File: src/rtl/bad_ram.sv
`timescale 1ns / 1ps
// ----------------------------------------------------------------------------
// bad_ram: generic single-port-write, single-port-read RAM
// One write and one registered read per cycle.
// ----------------------------------------------------------------------------
module bad_ram #(
    parameter int WIDTH = 8,
    parameter int DEPTH = 16
) (
    input  logic                     clk,
    input  logic                     we,
    input  logic [$clog2(DEPTH)-1:0] waddr,
    input  logic [WIDTH-1:0]         wdata,
    input  logic [$clog2(DEPTH)-1:0] raddr,
    output logic [WIDTH-1:0]         rdata
);

    logic [WIDTH-1:0] mem [DEPTH];

    always_ff @(posedge clk)
    begin
        if (we)
        begin
            mem[waddr] <= wdata;
        end
        rdata <= mem[raddr];
    end

endmodule

File: config.mk
export PLATFORM = sky130hd
export DESIGN_NAME = bad_ram
export DESIGN_NICKNAME = d
export VERILOG_FILES = /design/src/rtl/bad_ram.sv
export SDC_FILE = /design/constraint.sdc
export NUM_CORES = 1
export LEC_CHECK = 0
export ABC_AREA = 1
export BUFFER_PORTS_ARGS = -buffer_cell sky130_fd_sc_hd__clkbuf_2
export CAP_MARGIN = 20
export CORE_MARGIN = 4
export CORE_UTILIZATION = 40
export CTS_BUF_LIST = sky130_fd_sc_hd__clkbuf_2 sky130_fd_sc_hd__clkbuf_4 sky130_fd_sc_hd__clkbuf_8
export DETAILED_ROUTE_END_ITERATION = 10
export PLACE_DENSITY = 0.66
export RECOVER_POWER = 50
export SLEW_MARGIN = 15
export SYNTH_ARGS = -nofsm -noshare
export SYNTH_HDL_FRONTEND = slang
export SYNTH_SLANG_ARGS = --single-unit
File: constraint.sdc
create_clock -name clk -period 1.9 [get_ports clk]
set_clock_uncertainty 0.2 [all_clocks]
set_input_delay 0.19 -clock clk [delete_from_list [all_inputs] [get_ports clk]]
set_output_delay 0.19 -clock clk [all_outputs]
set_load 0.02 [all_outputs]
* Word-level counts from Yosys, hierarchy flattened
Memory sizes are Yosys's and may differ from the RTL's. A register that Yosys moved wholly into a read port is not among the register bits.
Index checks and enable logic that the tools add are counted.
** Storage, ports and cells
- Memories kept :: 1
- Flip-flop bits (word level) :: 0
- Memory bits (writable) :: 128
** Memories
- mem :: depth 16, width 8, read ports 1, clocked after Yosys merged registers in 1, write ports 1, line 18 : logic [WIDTH-1:0] mem [DEPTH];
** Cells by class
- Muxes and demuxes :: 2
** Operators with widths (number)
- 2-to-1 mux 1 bit :: 2

* Longest topological paths before layout
- Depth after elaboration :: 2
- Gate-level depth with buffers :: 8
- Depth with buffers taken out :: 7

* Worst setup path before layout
OpenSTA, ideal clock, no wires.
- Kind :: in2reg
- Start :: input waddr[2]
- End :: memory mem[10][0] (enable)
- Setup time :: 0.370 ns
- Stages :: 2
- Buffers on the path :: 0
- Arrival :: 0.771 ns
- Path slack :: 0.559 ns
- Data required time :: 1.330 ns
- Cell sequence :: nand3b_1 > nor2_1
** RTL lines
- start: declaration :: line 12 : input logic [$clog2(DEPTH)-1:0] waddr,
- end: declaration :: line 18
No word-level cell before the write port.

* Final worst setup path
- Start :: register rdata[4] (read register of mem)
- End :: output rdata[4]
** RTL lines
- start: declaration :: line 15 : output logic [WIDTH-1:0] rdata
No word-level cell between the ends.

==> summary.md <==
| Metric | Value |
|---|---|
| Global-route wire length before repair | `19390 um` |
| Initial core utilization | `between 40% and 50%` |
| CP Max Fanout | `1` |
| Pleak | `2.820 nW` |
| CP bufs+invs | `1` |
| Insertion delay to the later sink of the worst-skew pair | `between 400 and 500 ps` |
| Yosys cell types | `12` |
| Yosys warns | `0` |
| Main combinational cell family by area after synthesis | `simple AND/OR/NAND/NOR gates` |
| Mean post-synth cell area | `10.47 sq um` |
| CTS clk-pin slew, worst paths | `around 70 ps` |
| Final instance area | `6574 sq um` |
| Area after DPL | `~6100 sq um` |
| Worst Path Arrival | `1040 ps` |
| # Max-Cap Violations | `0` |
| Core Box Area | `13990 sq um` |
| Worst r2r src | `mem[1][0]$_DFFE_PP_` |
| Crit path required time | `1510 ps` |
| Worst r2r path cells | `6` |
| Post-synthesis compound-gate area fraction | `0%` |
| FP Rows | `43` |
| Cell taking the most area after synthesis | `edfxtp_1` |
| Global route total overflow | `0` |
| Largest net degree at the start of global routing | `65` |
| Port Buffer Count | `25` |
| Synth top area cells | `edfxtp_1 67%, nand2_1 11%, nand3_1 8.4%` |
| Syn Inst Count | `551` |
| Area Overhead vs Synth | `13.99%` |
| Crit path cell chain | `clkbuf_2` |
| Initial antenna violation count | `0` |
| Critical path's slowest cell | `dfxtp_1` |
| Largest stage delay on the critical path | `about 400 ps` |
| H-tree depth | `4` |
| Setup crit start kind | `flip-flop` |
| Final hold viol count | `0` |
| Share of cells above drive strength 1 | `11.06%` |
| Fin crit share | `75.17%` |
| DRC violations left | `0` |
| CP Capture Type | `primary output` |
| Rel. slew slack | `between 30% and 40%` |
| Antenna cells | `0` |
| Unrepaired setup endpoints after global routing | `false` |
| Tmin final | `1428 ps` |
| Xor and xnor area share after synthesis | `0%` |
| Vias in the first global route | `3698` |
| Synth Net Count | `569` |
| Final Util | `46.99%` |
| R2r setup slk | `670 ps` |
| Fin worst setup slack | `about 470 ps` |
| Vias per inst | `4.757` |
| Routed via count | `about 3700` |
| Layout Nets | `611` |
| DRT Wirelength | `12370 um` |
| WS Path Type | `flip-flop to primary output` |
| Max Buffers Root-to-Sink | `2` |
| Worst-Margin Slew | `915.1 ps` |
| GPL Wtd Cong | `0.7783` |
| Post-DP HPWL | `7837 um` |
| GR Util All Layers | `15.95%` |
| Simple-gate portion of the synthesized area | `21.05%` |
| Antenna viol nets, final | `0` |
| Dpl ws | `311.3 ps` |
| CTS Root Cell | `clkbuf_8` |
| Post-CTS Hold Fix Bufs | `1` |
| Sequential element share of the synthesized area | `69.43%` |
| Hold path depth | `5` |
| Final setup violation count | `0` |
| Top Ports | `26` |
| Drt pass-1 iters | `5` |
| Synth Register Bits | `about 140` |
| CTS tree | `yes` |
| Routed wire per std cell | `15.74 um` |
| Status | `complete, no violations` |
| Die Wd | `128.1 um` |
| Hold Startpoint | `raddr[2]` |
| Iter 0 DRT Violations | `between 200 and 300` |
| Mapped Area | `5767 sq um` |
| Fill cell count | `1291` |
| Worst r2r dst | `rdata[0]$_DFF_P_` |
| Die H | `128.1 um` |
| Crit path max-delay family | `flip-flops` |
| Worst hold endpoint | `rdata[0]$_DFF_P_` |
| Setup bufs post-CTS | `0` |
| Setup_tns | `0 ps` |
| Slew Viols, Final | `0` |
| Adder-cell share of the synthesized area | `0%` |
| Post-cts resize count | `0` |
| DIE AREA | `16400 sq um` |
| Num CTS Buffers | `17` |
| Post-synth top area share | `66.65%` |
| Max VDD drop | `0.8768 mV` |
| Mux cell area share after synthesis | `0%` |
| PnR Total Power | `6.346 mW` |
| Power density over cell area | `just under 1000 nW/um^2` |
| Peak Freq | `0.7002 GHz` |
| Hold Crit Class | `primary input to flip-flop` |
| Clock Sinks | `136` |
==> synth_stat cells <==
cell type / instances
edfxtp_1: 128
nor2_1: 17
inv_1: 100
buf_1: 1
nand3_1: 97
buf_2: 13
dfxtp_1: 8
buf_4: 4
nand2_1: 173
inv_2: 2
nand3b_1: 2
buf_6: 6
==> cell usage in the layout, fill, tap and decap left out, types with 3 or more instances in the layout <==
cell type and count:
clkbuf_8 17, nor2_1 17, edfxtp_1 128, clkbuf_2 16, buf_12 3, clkinv_4 5
nand2_1 173, clkinvlp_4 3, dfxtp_1 8, buf_4 16, nand3_1 97, bufinv_16 4
clkbuf_1 11, inv_1 100
==> power by group <==
group,internal [mW],switching [mW],total [mW],leakage [nW]
Sequential,3.35,0.0214,3.37,1.22
Clock,1.43,1.12,2.55,0.207
Combinational,0.122,0.305,0.427,1.39
==> per-layer routing <==
layer	GRT usage (%)	wire, um
met1	19.33	5326
met2	27.23	6121
met3	4.333	638
met4	5.993	282
met5	0	0
==> worst max-delay path by stage <==
stage,depth (start not counted),from,slack (ps),to
3_3_place_gp,8,raddr[0],330,rdata[0]$_DFF_P_
4_1_cts,1,rdata[4]$_DFF_P_,480,rdata[4]
3_5_place_dp,8,raddr[0],310,rdata[0]$_DFF_P_
6_report,1,rdata[4]$_DFF_P_,470,rdata[4]
5_1_grt,1,rdata[4]$_DFF_P_,430,rdata[4]
2_1_floorplan,2,waddr[2],560,mem[10][0]$_DFFE_PP_
==> registers in the layout, summed over array words and instances (netlist names) <==
register	count
rdata	8
mem	128
==> cells by family after synthesis <==
group / after synthesis
buffers and inverters: 126
AND/OR/NAND/NOR: 289
flip-flops: 136
==> metrics by stage <==
step / std cells / hold WS, ps
finish: 786 / 133.4
global route: 786 / 127.8
CTS: 786 / 35.09
detailed placement: 753 / 396.3
global placement: 753 / 398.3
floorplan: 551 / 88.87
==> cell type report <==
class / instances / area [sq um] / area share (%)
clock buffers: 17 / 234.0 / 3.559
clock inverters: 15 / 202.7 / 3.083
inverters: 102 / 382.9 / 5.824
multi-input cells: 289 / 1214 / 18.46
flip-flops and latches: 136 / 4004 / 60.91
well taps: 180 / 225.2 / 3.426
repair buffers: 47 / 311.5 / 4.739
Power figures use the tool's default switching activity.
