**config.mk**
```make
export PLATFORM = sky130hd
export DESIGN_NAME = bad_div
export DESIGN_NICKNAME = d
export VERILOG_FILES = /design/src/rtl/bad_pkg.sv /design/src/rtl/bad_div.sv
export SDC_FILE = /design/constraint.sdc
export NUM_CORES = 1
export LEC_CHECK = 0
export BUFFER_PORTS_ARGS = -buffer_cell sky130_fd_sc_hd__buf_4
export CELL_PAD_IN_SITES_DETAIL_PLACEMENT = 1
export CELL_PAD_IN_SITES_GLOBAL_PLACEMENT = 1
export CORE_AREA = 2 2 116 118
export CTS_CLUSTER_DIAMETER = 60
export DETAILED_ROUTE_END_ITERATION = 16
export DIE_AREA = 0 0 118 120
export GPL_ROUTABILITY_DRIVEN = 0
export PLACE_DENSITY_LB_ADDON = 0.1
export RECOVER_POWER = 100
export SLEW_MARGIN = 20
export SYNTH_ARGS = -nofsm -noshare
export SYNTH_HDL_FRONTEND = slang
export SYNTH_SLANG_ARGS = --single-unit
```
**constraint.sdc**
```tcl
create_clock -name clk -period 7.6 [get_ports clk]
set_input_delay 1.52 -clock clk [delete_from_list [all_inputs] [get_ports clk]]
set_output_delay 1.52 -clock clk [all_outputs]
set_load 0.01 [all_outputs]
```
**src/rtl/bad_pkg.sv**
```systemverilog
`timescale 1ns / 1ps
// ----------------------------------------------------------------------------
// bad_pkg: shared types and constants of the block average downscaler
// Sizes, register indexes, mode codes, sequencer states, divider bundles.
// ----------------------------------------------------------------------------
package bad_pkg;

    localparam int MAX_OUT_W  = 1024;
    localparam int MAX_FACTOR = 16;
    localparam int ACC_DEPTH  = 2 * MAX_OUT_W;
    localparam int ACC_AW     = $clog2(ACC_DEPTH);
    localparam int SUM_W      = 16;
    localparam int ACC_W      = 3 * SUM_W;
    localparam int DIV_W      = 16;
    localparam int FACT_W     = 5;
    localparam int COL_W      = 11;
    localparam int ROW_W      = 13;
    localparam int CFG_IDX_W  = 3;
    localparam int CFG_DATA_W = 13;

    localparam logic [CFG_IDX_W-1:0] REG_SRC_W  = 3'd0;
    localparam logic [CFG_IDX_W-1:0] REG_SRC_H  = 3'd1;
    localparam logic [CFG_IDX_W-1:0] REG_OUT_W  = 3'd2;
    localparam logic [CFG_IDX_W-1:0] REG_OUT_H  = 3'd3;
    localparam logic [CFG_IDX_W-1:0] REG_FORMAT = 3'd4;

    localparam logic [1:0] MODE_COLOR = 2'd0;
    localparam logic [1:0] MODE_GREY  = 2'd1;
    localparam logic [1:0] MODE_RAW   = 2'd2;

    // setup sequence steps
    localparam logic [2:0] STEP_FW  = 3'd0;
    localparam logic [2:0] STEP_FH  = 3'd1;
    localparam logic [2:0] STEP_DW  = 3'd2;
    localparam logic [2:0] STEP_DH  = 3'd3;
    localparam logic [2:0] STEP_COL = 3'd4;
    localparam logic [2:0] STEP_ROW = 3'd5;

    typedef enum logic [2:0] {
        ST_SETUP_GO,
        ST_SETUP_WAIT,
        ST_SETUP_FIN,
        ST_IDLE,
        ST_RMW,
        ST_DIV_GO,
        ST_DIV_WAIT,
        ST_OUT
    } bad_state_t;

    typedef struct packed {
        logic             start;
        logic [DIV_W-1:0] dividend;
        logic [DIV_W-1:0] divisor;
    } div_req_t;

    typedef struct packed {
        logic             done;
        logic [DIV_W-1:0] quot;
        logic [DIV_W-1:0] rem;
    } div_rsp_t;

endpackage

```
**src/rtl/bad_div.sv**
```systemverilog
`timescale 1ns / 1ps
// ----------------------------------------------------------------------------
// bad_div: restoring divider, one quotient bit per cycle
// Start pulse in, done pulse with quotient and remainder once the last quotient bit is in.
// ----------------------------------------------------------------------------
module bad_div import bad_pkg::*; (
    input  logic     clk,
    input  logic     rst_n,
    input  div_req_t req,
    output div_rsp_t rsp
);

    logic [DIV_W-1:0]         rem_reg;
    logic [DIV_W-1:0]         quo_reg;
    logic [DIV_W-1:0]         dvs_reg;
    logic [$clog2(DIV_W):0]   cnt_reg;
    logic                     busy_reg;
    logic                     done_reg;
    logic [DIV_W:0]           shifted;
    logic [DIV_W:0]           trial;

    assign shifted = {rem_reg, quo_reg[DIV_W-1]};
    assign trial   = shifted - {1'b0, dvs_reg};

    always_ff @(posedge clk or negedge rst_n)
    begin
        if (!rst_n)
        begin
            busy_reg <= 1'b0;
            done_reg <= 1'b0;
            cnt_reg  <= '0;
        end
        else
        begin
            done_reg <= 1'b0;
            if (req.start)
            begin
                busy_reg <= 1'b1;
                cnt_reg  <= ($clog2(DIV_W) + 1)'(DIV_W);
            end
            else if (busy_reg)
            begin
                cnt_reg <= cnt_reg - 1'b1;
                if (cnt_reg == ($clog2(DIV_W) + 1)'(1))
                begin
                    busy_reg <= 1'b0;
                    done_reg <= 1'b1;
                end
            end
        end
    end

    always_ff @(posedge clk)
    begin
        if (req.start)
        begin
            rem_reg <= '0;
            quo_reg <= req.dividend;
            dvs_reg <= req.divisor;
        end
        else if (busy_reg)
        begin
            if (!trial[DIV_W])
            begin
                rem_reg <= trial[DIV_W-1:0];
                quo_reg <= {quo_reg[DIV_W-2:0], 1'b1};
            end
            else
            begin
                rem_reg <= shifted[DIV_W-1:0];
                quo_reg <= {quo_reg[DIV_W-2:0], 1'b0};
            end
        end
    end

    assign rsp.done = done_reg;
    assign rsp.quot = quo_reg;
    assign rsp.rem  = rem_reg;

endmodule

```
-- Word-level counts from Yosys, hierarchy flattened
Index checks and enable logic that the tools add are counted.
- add/sub/neg operators: 2
- equality and inequality tests: 1
- muxes and demuxes: 12
- reduce and logical (&&, ||, !) cells: 1
- operator list (kind ; number):
    $mux W16 ; 3
    $sub A17 B16 Y17 ; 1
    $mux W5 ; 2
    $mux W1 ; 7
    $eq A5 B1 Y1 const B ; 1
    $sub A5 B1 Y5 const B ; 1
    $reduce_bool A2 Y1 ; 1
- register bits: 55
- input port bits: 35
- output and inout bits: 33

-- Logic depth before layout (Yosys ltp)
Gate-level depths: netlist of the first run.
- word-level depth: 4
- mapped depth: 11
- mapped depth without buffers: 10

-- Least setup slack after synthesis of the first run
Ideal clock, no wire load.
- path type: reg-to-reg
- start point: register quo_reg[15]
- end point: register rem_reg[3]
- arrival: 2633 ps
- setup slack: 4876 ps
- cell stages (with the launch flop): 11
- clock period less this slack: 2724 ps
- path through: edfxtp_1 > inv_1 > ha_1 > fa_1 > nand2b_1 > a21oi_2 > o21ai_2 > nor3_2 > nor4_2 > or4b_1 > a311oi_1
- cells in the longest elaborated chain, start to end: 2
- RTL lines (what ; RTL line ; RTL):
    start, declared ; bad_div.sv:14 ; logic [DIV_W-1:0] quo_reg;
    start signal, assigned ; bad_div.sv:58 ; quo_reg <= req.dividend;
    start signal, assigned ; bad_div.sv:66 ; quo_reg <= {quo_reg[DIV_W-2:0], 1'b1};
    start signal, assigned ; bad_div.sv:71 ; quo_reg <= {quo_reg[DIV_W-2:0], 1'b0};
    $sub A17 B16 Y17 ; bad_div.sv:23 ; assign trial = shifted - {1'b0, dvs_reg};
    $mux W16 ; bad_div.sv:63 ; if (!trial[DIV_W])
    end signal, assigned ; bad_div.sv:65 ; rem_reg <= trial[DIV_W-1:0];
    end signal, assigned ; bad_div.sv:70 ; rem_reg <= shifted[DIV_W-1:0];
    end, declared ; bad_div.sv:13 ; logic [DIV_W-1:0] rem_reg;
No other way between the ends.
A chain may end at the register's enable or synchronous reset.

==> results of run 1 <==
-- metal layers --
layer	vias to the layer above	GRT usage, %	wire, microns
li1	1253	-	-
met1	1203	16.6	4180
met2	56	21.2	4020
met3	8	3.85	439
met4	0	4.52	131
met5	-	0	0
-- stage by stage --
step	instances	total power [mW]	worst slack, ns
2_1_floorplan	308	0.875	4.88
3_3_place_gp	540	1.11	4.55
3_5_place_dp	540	1.11	4.47
4_1_cts	548	1.39	4.41
5_1_grt	548	1.44	2.98
6_report	548	1.32	3.35
-- worst max-delay path: stages --
cell and delay, ns:
sky130_fd_sc_hd__clkbuf_1 1.00, sky130_fd_sc_hd__clkbuf_1 1.28, sky130_fd_sc_hd__nand2b_1 0.28, sky130_fd_sc_hd__a311oi_1 0.06
sky130_fd_sc_hd__o21ai_0 0.11, sky130_fd_sc_hd__a21o_1 0.11, sky130_fd_sc_hd__o211ai_1 0.07
-- final timing paths --
kind	startpoint	slack, ns	cells after the start	end
min	rem_reg[4]	0.52	2	rem_reg[4]
max reg2reg	quo_reg[15]	4.14	11	rem_reg[3]
min in group asynchronous	rst_n	1.10	1	cnt_reg[0]
max	req[32]	3.35	7	rem_reg[13]
max in group asynchronous	rst_n	6.22	1	cnt_reg[1]
min reg2reg	rem_reg[4]	0.52	2	rem_reg[4]
-- cell families after synthesis --
logic type | count (synthesis) | synth area share (%)
AO/OA/AOI/OAI | 74 | 16.9
XOR/XNOR | 14 | 3.90
adder cells (fa/ha/maj) | 19 | 7.79
buffers and inverters | 34 | 4.41
flip-flops | 55 | 46.3
multiplexers | 15 | 5.37
AND/OR/NAND/NOR | 97 | 15.3
-- cell type report --
class / count / share of cell area, %
Tap cell: 176 / 5.71
Inverter: 20 / 1.95
Multi-Input combinational cell: 219 / 40.1
Sequential cell: 55 / 37.8
Timing Repair Buffer: 70 / 10.1
Clock inverter: 2 / 1.01
Clock buffer: 6 / 3.34
-- cell usage in the layout (no fill, tap or decap), types with 2 or more instances in the layout --
cell and count:
sky130_fd_sc_hd__nand2b_1 7, sky130_fd_sc_hd__a311oi_1 12, sky130_fd_sc_hd__buf_4 18, sky130_fd_sc_hd__dfxtp_1 16, sky130_fd_sc_hd__nand4_1 4, sky130_fd_sc_hd__clkbuf_16 5
sky130_fd_sc_hd__o211ai_1 4, sky130_fd_sc_hd__inv_1 20, sky130_fd_sc_hd__or3_1 2, sky130_fd_sc_hd__a21oi_2 2, sky130_fd_sc_hd__a2111oi_0 2, sky130_fd_sc_hd__edfxtp_1 32
sky130_fd_sc_hd__xor2_1 6, sky130_fd_sc_hd__xnor2_1 8, sky130_fd_sc_hd__a21o_1 4, sky130_fd_sc_hd__nand2_1 24, sky130_fd_sc_hd__o21ai_0 22, sky130_fd_sc_hd__a21oi_1 12
sky130_fd_sc_hd__dfrtp_1 7, sky130_fd_sc_hd__o31a_1 2, sky130_fd_sc_hd__nor3_1 5, sky130_fd_sc_hd__nand3_1 12, sky130_fd_sc_hd__nor2_1 28, sky130_fd_sc_hd__ha_1 18
sky130_fd_sc_hd__nor2b_1 4, sky130_fd_sc_hd__mux2_2 15, sky130_fd_sc_hd__a211oi_1 2, sky130_fd_sc_hd__or4_1 2, sky130_fd_sc_hd__clkbuf_1 37, sky130_fd_sc_hd__clkbuf_4 16
sky130_fd_sc_hd__o31ai_1 2
-- power groups by stage --
stage	clock (mW)	sequential, mW	combinational (mW)
finish	0.272	0.463	0.587
floorplan	0	0.473	0.402
CTS	0.286	0.468	0.640
detailed placement	0	0.473	0.636
global placement	0	0.473	0.633
global route	0.295	0.478	0.664
==> load_flow_metrics.sql, run 1 <==
INSERT INTO impl_metrics (metric_group, metric, value, unit) VALUES
('status', 'run_status', 'complete, but fails checks', ''),
('status', 'failed_checks', 'capacitance limit, slew limit', ''),
('timing', 'timing.setup.tns', '0', 'ns'),
('power', 'power.leakage', '1.53', 'nW'),
('power', 'switching_share', '40.4', '%'),
('timing', 'final.hold.worst_slack', '0.520', 'ns'),
('power', 'clkPwrFrac', '20.5', '%'),
('critical_path', 'critical_path_required', '7.79', 'ns'),
('run', 'max_capacitance_violation_count', '1', ''),
('finish', 'final_net_count', '425', ''),
('detailed_routing', 'route.final.wire_length', '8770', 'microns'),
('cts', 'clock_tree.buffer_depth', '2', ''),
('critical_path', 'crit_path_start_kind', 'input port', ''),
('synth', 'synthDominantAreaCellType', 'sky130_fd_sc_hd__edfxtp_1', ''),
('timing', 'min_period_over_period', '56.0', '%'),
('global_route', 'first_global_vias', '2718', ''),
('power', 'intPower', '0.788', 'mW'),
('synth', 'main_area_contributors_after_synthesis', 'sky130_fd_sc_hd__edfxtp_1 (31%), sky130_fd_sc_hd__dfxtp_1 (10%), sky130_fd_sc_hd__ha_1 (7.2%)', ''),
('cts', 'tritoncts', 'built', ''),
('cts', 'root_buffer', 'sky130_fd_sc_hd__clkbuf_16', ''),
('place', 'dp_hpwl', '6460', 'microns'),
('power', 'max-vdd-ir-drop', '0.0000945', 'V'),
('cts', 'postCtsSetupBuffers', '0', ''),
('synth', 'syn_avg_cell_area', '10.2', 'sq um'),
('synth', 'synth_top_area_share', '30.5', '%'),
('min_path', 'hold_path.class', 'reg -> reg', ''),
('timing', 'final.setup_skew', '0.00753', 'ns'),
('finish', 'drive_gt1_share', '18.0', '%'),
('detailed_routing', 'drc', '0', ''),
('synth', 'syn_inst', '308', ''),
('floorplanning', 'coreArea', '0.0130', 'sq mm'),
('finish', 'num-fill-cells', '1546', ''),
('finish', 'final_design_area_no_fill', '0.00385', 'sq mm'),
('timing', 'fmax', '0.235', 'GHz'),
('critical_path', 'cp.arrival', '4.45', 'ns'),
('floorplanning', 'die_ar', '0.0142', 'sq mm'),
('floorplanning', 'chipHeight', '120', 'microns'),
('detailed_routing', 'drtPass1Iterations', '4', ''),
('cts', 'cts.clk_slew.worst_paths', '0.07', 'ns'),
('global_route', 'grt_first_pass_wirelength', '14600', 'microns'),
('power', 'power.density_cell_area', '343', 'mW/mm^2'),
('detailed_routing', 'post_drt_via_cell_ratio', '4.60', ''),
('finish', 'final_util', '29.7', '%'),
('timing', 'slew_at_the_pin_with_the_worst_max_slew_slack', '1.67', 'ns'),
('finish', 'antennaDiodeCount', '0', ''),
('detailed_routing', 'total_number_of_vias', '2520', ''),
('critical_path', 'worst-path-max-fanout', '31', ''),
('finish', 'syn2layout_area_growth', '22.4', '%'),
('synth', 'synth_seq_area_share', '46.3', '%'),
('finish', 'sequential_cell_area', '0.00146', 'sq mm'),
('place', 'buffer_ports.inserted', '67', ''),
('power', 'pwr-share-comb', '44.4', '%'),
('timing', 'hold_violations', '0', ''),
('synth', 'synthArstFlopShare', '12.7', '%'),
('place', 'detailed_place.area', '0.00383', 'sq mm'),
('global_route', 'groute.usage.overall', '13.1', '%'),
('floorplanning', 'rows', '42', ''),
('timing', 'drv_slew', '32', ''),
('synth', 'yosys_warnings', '0', ''),
('global_route', 'number_of_antenna_violations_at_the_first_check_in_global_routing', '0', ''),
('synth', 'netlist_top_cells_count', 'sky130_fd_sc_hd__edfxtp_1 (32), sky130_fd_sc_hd__nor2_1 (28), sky130_fd_sc_hd__nand2_1 (24)', ''),
('detailed_routing', 'detail-route-antenna-nets', '0', ''),
('critical_path', 'crit_path_class', 'in -> reg', ''),
('power', 'seq_power_share', '35.0', '%'),
('timing', 'rsz0062_at_grt', 'no', ''),
('critical_path', 'worst_setup_path_end_kind', 'flop', ''),
('global_route', 'grt_overflow', '0', ''),
('cts', 'post_cts.resized_instances', '0', ''),
('cts', 'cts_hold_buf', '0', ''),
('cts', 'clock_sink_count', '55', ''),
('cts', 'clk_latency', '0.31', 'ns');
No activity file was read; power rests on OpenSTA's default activity.
==> run 2: changes to the inputs <==
- clock period: 7.6 -> 3.82 ns (I/O delays scaled with it)
==> run 2 against run 1 <==
Sequential power is 100% higher. Worst setup slack worse by 2.8 ns. Largest cell class unchanged. The run still ends with capacitance limit, slew limit left. Largest power group unchanged. Non-clock buffer count is 2 higher. Critical endpoint is now rem_reg[7].
==> load_flow_metrics.sql, run 2 (synthesis gave the netlist of run 1 again) <==
INSERT INTO impl_metrics (metric_group, metric, value, unit) VALUES
('status', 'run_status', 'complete, but fails checks', ''),
('status', 'failed_checks', 'capacitance limit, slew limit', ''),
('detailed_routing', 'total_number_of_vias', '2544', ''),
('global_route', 'grt_overflow', '0', ''),
('timing', 'fmax', '0.309', 'GHz'),
('place', 'detailedPlace.worstSlack', '0.698', 'ns'),
('cts', 'cts_buffers', '5', ''),
('power', 'max-vdd-ir-drop', '0.000164', 'V'),
('critical_path', 'critical-path-slowest-cell', 'sky130_fd_sc_hd__o31a_1', ''),
('place', 'buffer_ports.inserted', '67', ''),
('timing', 'hold_violations', '0', ''),
('detailed_routing', 'wire_per_inst', '16.1', 'microns'),
('detailed_routing', 'post_drt_via_cell_ratio', '4.63', ''),
('critical_path', 'worst_r2r_startpoint', 'quo_reg[15]', ''),
('floorplanning', 'coreArea', '0.0130', 'sq mm'),
('cts', 'clk_latency', '0.31', 'ns'),
('detailed_routing', 'detail-route-antenna-nets', '0', ''),
('critical_path', 'worst_setup_path_end_kind', 'flop', ''),
('floorplanning', 'design.portCount', '68', ''),
('timing', 'postLayoutSetupSlackWorst', '0.582', 'ns'),
('floorplanning', 'start_util', '24.3', '%'),
('power', 'total_switching_power', '1.07', 'mW'),
('critical_path', 'max_stage_delay', '0.66', 'ns'),
('global_route', 'number_of_antenna_violations_at_the_first_check_in_global_routing', '0', ''),
('critical_path', 'timing.critical_path.from', 'quo_reg[15]', ''),
('detailed_routing', 'route.final.wire_length', '8840', 'microns'),
('cts', 'htreeDepth', '2', ''),
('cts', 'clock_tree.buffer_depth', '2', ''),
('finish', 'syn2layout_area_growth', '22.3', '%'),
('finish', 'antennaDiodeCount', '0', ''),
('power', 'power.density_cell_area', '672', 'mW/mm^2'),
('timing', 'timing.setup.tns', '0', 'ns'),
('cts', 'root_buffer', 'sky130_fd_sc_hd__clkbuf_16', ''),
('global_route', 'grt_first_pass_wirelength', '15000', 'microns'),
('place', 'dp_hpwl', '6640', 'microns'),
('timing', 'timing.max_slew.rel_slack', '-28.4', '%'),
('critical_path', 'cp_num_buf_inv', '1', ''),
('global_route', 'first_global_vias', '2752', ''),
('critical_path', 'worst-path-max-fanout', '19', ''),
('critical_path', 'cp.arrival', '3.41', 'ns'),
('detailed_routing', 'drc', '0', ''),
('critical_path', 'crit_path_start_kind', 'flop', ''),
('cts', 'tritoncts', 'built', ''),
('timing', 'final-setup-viol-count', '0', ''),
('timing', 'slew_at_the_pin_with_the_worst_max_slew_slack', '1.93', 'ns'),
('floorplanning', 'die_ar', '0.0142', 'sq mm'),
('power', 'intPower', '1.52', 'mW'),
('global_route', 'pin_count_of_the_biggest_net_entering_global_routing', '39', ''),
('finish', 'layout_commonest_cell', 'sky130_fd_sc_hd__clkbuf_1', ''),
('critical_path', 'critical-path-top-delay-family', 'compound AO/OA/AOI/OAI gates', ''),
('finish', 'final_cell_mix', 'sky130_fd_sc_hd__clkbuf_1 (37), sky130_fd_sc_hd__edfxtp_1 (32), sky130_fd_sc_hd__nor2_1 (28), sky130_fd_sc_hd__nand2_1 (24), sky130_fd_sc_hd__o21ai_0 (22)', ''),
('cts', 'post_cts.resized_instances', '0', ''),
('global_route', 'groute.usage.overall', '13.5', '%'),
('finish', 'final_util', '29.7', '%'),
('power', 'seq_power_share', '35.9', '%'),
('cts', 'cts.clk_slew.worst_paths', '0.08', 'ns'),
('cts', 'postCtsSetupBuffers', '0', ''),
('min_path', 'hold_path.class', 'in -> async', ''),
('floorplanning', 'chipHeight', '120', 'microns'),
('power', 'pwr-share-comb', '45.6', '%'),
('timing', 'final.hold.worst_slack', '0.350', 'ns'),
('power', 'clkPwrFrac', '18.5', '%'),
('critical_path', 'path_cells', 'inv_1 -> ha_1 -> fa_1 -> nand2b_1 -> a21oi_1 -> o21ai_2 -> nor3_2 -> o31a_1 -> nor3_1 -> a2111oi_0', ''),
('timing', 'min_period_over_period', '84.8', '%'),
('timing', 'final.setup_skew', '0.0112', 'ns'),
('cts', 'cts_hold_buf', '0', ''),
('run', 'max_capacitance_violation_count', '1', ''),
('finish', 'drive_gt1_share', '18.7', '%'),
('cts', 'clock_sink_count', '55', ''),
('timing', 'drv_slew', '39', ''),
('floorplanning', 'rows', '42', ''),
('power', 'switching_share', '41.4', '%'),
('critical_path', 'critical_path_required', '3.99', 'ns'),
('floorplanning', 'die_x', '118', 'microns'),
('timing', 'post-route-min-period', '3.24', 'ns'),
('timing', 'rsz0062_at_grt', 'no', ''),
('power', 'power.leakage', '1.52', 'nW'),
('detailed_routing', 'drtPass1Iterations', '4', ''),
('detailed_routing', 'drt_iter0_markers', '156', ''),
('finish', 'final_net_count', '427', ''),
('critical_path', 'crit_path_class', 'reg -> reg', '');
==> run 2: cell count changes in the layout (fill, tap and decap cells not counted) <==
cell	delta
sky130_fd_sc_hd__buf_4	+2
sky130_fd_sc_hd__bufinv_16	-1
sky130_fd_sc_hd__clkinvlp_4	+1
sky130_fd_sc_hd__nor3_1	-1
sky130_fd_sc_hd__nor3_2	+1
==> run 2: layout make-up <==
type	instances	area [sq um]
inverter	20	75.1
sequential	55	1460
clock buffer	6	129
tap	176	220
timing repair buffer	72	405
fill	1535	9130
multi-input combinational	219	1550
clock inverter	2	16.3
==> run 2: power by group through the flow <==
stage                     logic (mW)  registers [mW]  clock network (mW)
final                           1.18           0.928               0.479
after CTS                       1.29           0.938               0.505
after floorplan                0.801           0.941                   0
after global routing            1.34           0.959               0.522
after global placement          1.28           0.947                   0
after detailed placement        1.29           0.949                   0
==> run 2: worst paths after layout <==
path / end / slack, ns / depth (start not counted)
setup / recovery: rem_reg[7] / 0.58 / 10
hold / removal: cnt_reg[2] / 0.35 / 1
setup reg to reg: rem_reg[7] / 0.58 / 10
hold reg to reg: rem_reg[5] / 0.53 / 2
max in group asynchronous: cnt_reg[0] / 3.19 / 1
min in group clk: rem_reg[5] / 0.53 / 2
==> run 2: metrics by stage <==
step                      area, sq um  power (mW)  std cells
final                            3850        2.59        550
after global routing             3850        2.82        550
after CTS                        3990        2.74        550
after detailed placement         3840        2.24        542
after global placement           3840        2.22        542
after floorplan                  3150        1.74        308
==> run 2: per-layer routing <==
metal,GRT usage (%),vias up,part of all wire [%]
met1,16.9,1222,47
met3,4.18,8,6.0
met5,0,-,0
met2,22.2,62,45
li1,-,1252,-
met4,4.29,0,1.4
==> run 3: changes to the inputs <==
- clock period: 3.82 -> 3 ns (I/O delays scaled with it)
==> run 3 against run 2 <==
The run now ends clean. First-iteration DRC count decreased by 53%. Via count increased by 1.9%. Largest power group unchanged. Worst setup slack got worse by 0.39 ns.
==> load_flow_metrics.sql, run 3 (synthesis gave the netlist of run 1 again) <==
INSERT INTO impl_metrics (metric_group, metric, value, unit) VALUES
('finish', 'final_design_area_no_fill', '0.00399', 'sq mm'),
('critical_path', 'critical_path_required', '3.20', 'ns'),
('floorplanning', 'die_ar', '0.0142', 'sq mm'),
('critical_path', 'crit_path_start_kind', 'flop', ''),
('detailed_routing', 'drc', '0', ''),
('cts', 'cts_buffers', '5', ''),
('place', 'dp_hpwl', '6960', 'microns'),
('timing', 'post-route-min-period', '2.81', 'ns'),
('timing', 'drv_slew', '0', ''),
('global_route', 'grt_first_pass_wirelength', '14600', 'microns'),
('status', 'run_status', 'complete, no violations', ''),
('min_path', 'hold_path.class', 'in -> async', ''),
('timing', 'final-setup-viol-count', '0', ''),
('place', 'detailed_place.area', '0.00394', 'sq mm'),
('floorplanning', 'rows', '42', ''),
('detailed_routing', 'detail-route-antenna-nets', '0', ''),
('critical_path', 'worst_setup_path_end_kind', 'flop', ''),
('timing', 'rsz0062_at_grt', 'no', ''),
('finish', 'layout_commonest_cell', 'sky130_fd_sc_hd__clkbuf_1', ''),
('critical_path', 'worst-path-max-fanout', '8', ''),
('global_route', 'first_global_vias', '2870', ''),
('global_route', 'groute.usage.overall', '13.2', '%'),
('critical_path', 'crit_path_class', 'reg -> reg', ''),
('detailed_routing', 'drtPass1Iterations', '4', ''),
('timing', 'fmax', '0.356', 'GHz'),
('critical_path', 'worst-r2r-cell-count', '11', ''),
('cts', 'htreeDepth', '2', ''),
('floorplanning', 'coreArea', '0.0130', 'sq mm'),
('power', 'power.density_cell_area', '850', 'mW/mm^2'),
('finish', 'final_cell_mix', 'sky130_fd_sc_hd__clkbuf_1 (37), sky130_fd_sc_hd__edfxtp_1 (32), sky130_fd_sc_hd__buf_4 (30), sky130_fd_sc_hd__nor2_1 (28), sky130_fd_sc_hd__nand2_1 (24)', ''),
('global_route', 'pin_count_of_the_biggest_net_entering_global_routing', '35', ''),
('power', 'max-vdd-ir-drop', '0.000260', 'V'),
('timing', 'timing.setup.tns', '0', 'ns'),
('finish', 'drive_gt1_share', '22.0', '%'),
('finish', 'final_net_count', '440', ''),
('detailed_routing', 'route.final.wire_length', '8920', 'microns'),
('detailed_routing', 'drt_iter0_markers', '74', ''),
('timing', 'final.hold.worst_slack', '0.192', 'ns'),
('place', 'buffer_ports.inserted', '67', ''),
('finish', 'antennaDiodeCount', '0', ''),
('timing', 'final.setup_skew', '0.00952', 'ns'),
('power', 'power.total', '3.39', 'mW'),
('run', 'max_capacitance_violation_count', '0', ''),
('floorplanning', 'design.portCount', '68', ''),
('critical_path', 'cp.arrival', '3.01', 'ns'),
('cts', 'root_buffer', 'sky130_fd_sc_hd__clkbuf_16', ''),
('power', 'power.leakage', '1.61', 'nW'),
('detailed_routing', 'post_drt_via_cell_ratio', '4.61', ''),
('cts', 'cts.clk_slew.worst_paths', '0.08', 'ns'),
('detailed_routing', 'wire_per_inst', '15.9', 'microns'),
('timing', 'hold_violations', '0', ''),
('floorplanning', 'start_util', '24.3', '%'),
('floorplanning', 'die_x', '118', 'microns'),
('timing', 'timing.max_slew.rel_slack', '12.5', '%'),
('cts', 'clock_sink_count', '55', ''),
('global_route', 'number_of_antenna_violations_at_the_first_check_in_global_routing', '0', ''),
('detailed_routing', 'total_number_of_vias', '2593', ''),
('global_route', 'grt_overflow', '0', ''),
('cts', 'clk_latency', '0.30', 'ns'),
('cts', 'clock_tree.buffer_depth', '2', ''),
('timing', 'slew_at_the_pin_with_the_worst_max_slew_slack', '1.31', 'ns'),
('timing', 'min_period_over_period', '93.6', '%'),
('floorplanning', 'chipHeight', '120', 'microns'),
('cts', 'tritoncts', 'built', ''),
('finish', 'syn2layout_area_growth', '26.6', '%');
run 3: power by group:
group          internal, mW  leakage, nW  switching, mW
Sequential            0.993        0.542          0.173
Clock                 0.310       0.0703          0.284
Combinational         0.685        0.997          0.943
run 3: cell type report:
cell class / count / area (sq um)
Clock buffer: 5 / 125
Clock inverter: 2 / 17.5
Fill cell: 1511 / 8990
Inverter: 20 / 75.1
Multi-Input combinational cell: 219 / 1600
Sequential cell: 55 / 1460
Tap cell: 176 / 220
Timing Repair Buffer: 85 / 494
run 3: through the flow:
stage | utilization [%] | instances | setup WS (ns)
final | 30.7 | 562 | 0.191
after global routing | 30.7 | 562 | 0.0203
after CTS | 31.4 | 560 | 0.0178
after detailed placement | 30.3 | 553 | 0.0613
after global placement | 30.3 | 553 | 0.148
after floorplan | - | 308 | 0.276
run 3: final timing paths:
path,end,from,slack (ns)
min in group clk,dvs_reg[2],req[2],0.49
worst max register to register,rem_reg[0],quo_reg[15],0.19
worst min register to register,rem_reg[4],rem_reg[4],0.52
max in group asynchronous,cnt_reg[4],rst_n,2.53
worst min-delay path,cnt_reg[2],rst_n,0.19
worst max-delay path,rem_reg[0],quo_reg[15],0.19
run 3: critical path, cell delays in order, from the launching register on:
cell	delay, ns
sky130_fd_sc_hd__edfxtp_1	0.38
sky130_fd_sc_hd__inv_1	0.05
sky130_fd_sc_hd__ha_1	0.22
sky130_fd_sc_hd__fa_1	0.40
sky130_fd_sc_hd__nand2b_4	0.18
sky130_fd_sc_hd__a21oi_4	0.19
sky130_fd_sc_hd__o21ai_4	0.10
sky130_fd_sc_hd__nor3_4	0.27
sky130_fd_sc_hd__nor4_4	0.10
sky130_fd_sc_hd__clkbuf_2	0.19
sky130_fd_sc_hd__or3_1	0.36
sky130_fd_sc_hd__a311oi_1	0.26
run 3: layer usage:
metal  wire length, microns  up-vias  GRT usage, %  part of all wire (%)
li1                       -     1281             -                     -
met1                   4220     1248          16.3                    47
met2                   4090       56          22.3                    46
met3                    499        8          4.13                   5.6
met4                    111        0          3.84                   1.2
met5                      0        -             0                     0
run 3: timing repair:
action / 4_1_cts / 5_1_grt
endpoints found under the hold margin: 0 / 0
resized for setup: 0 / 6
hold buffers: 0 / 0
setup buffers: 0 / 2
setup endpoints to repair: 0 / 12
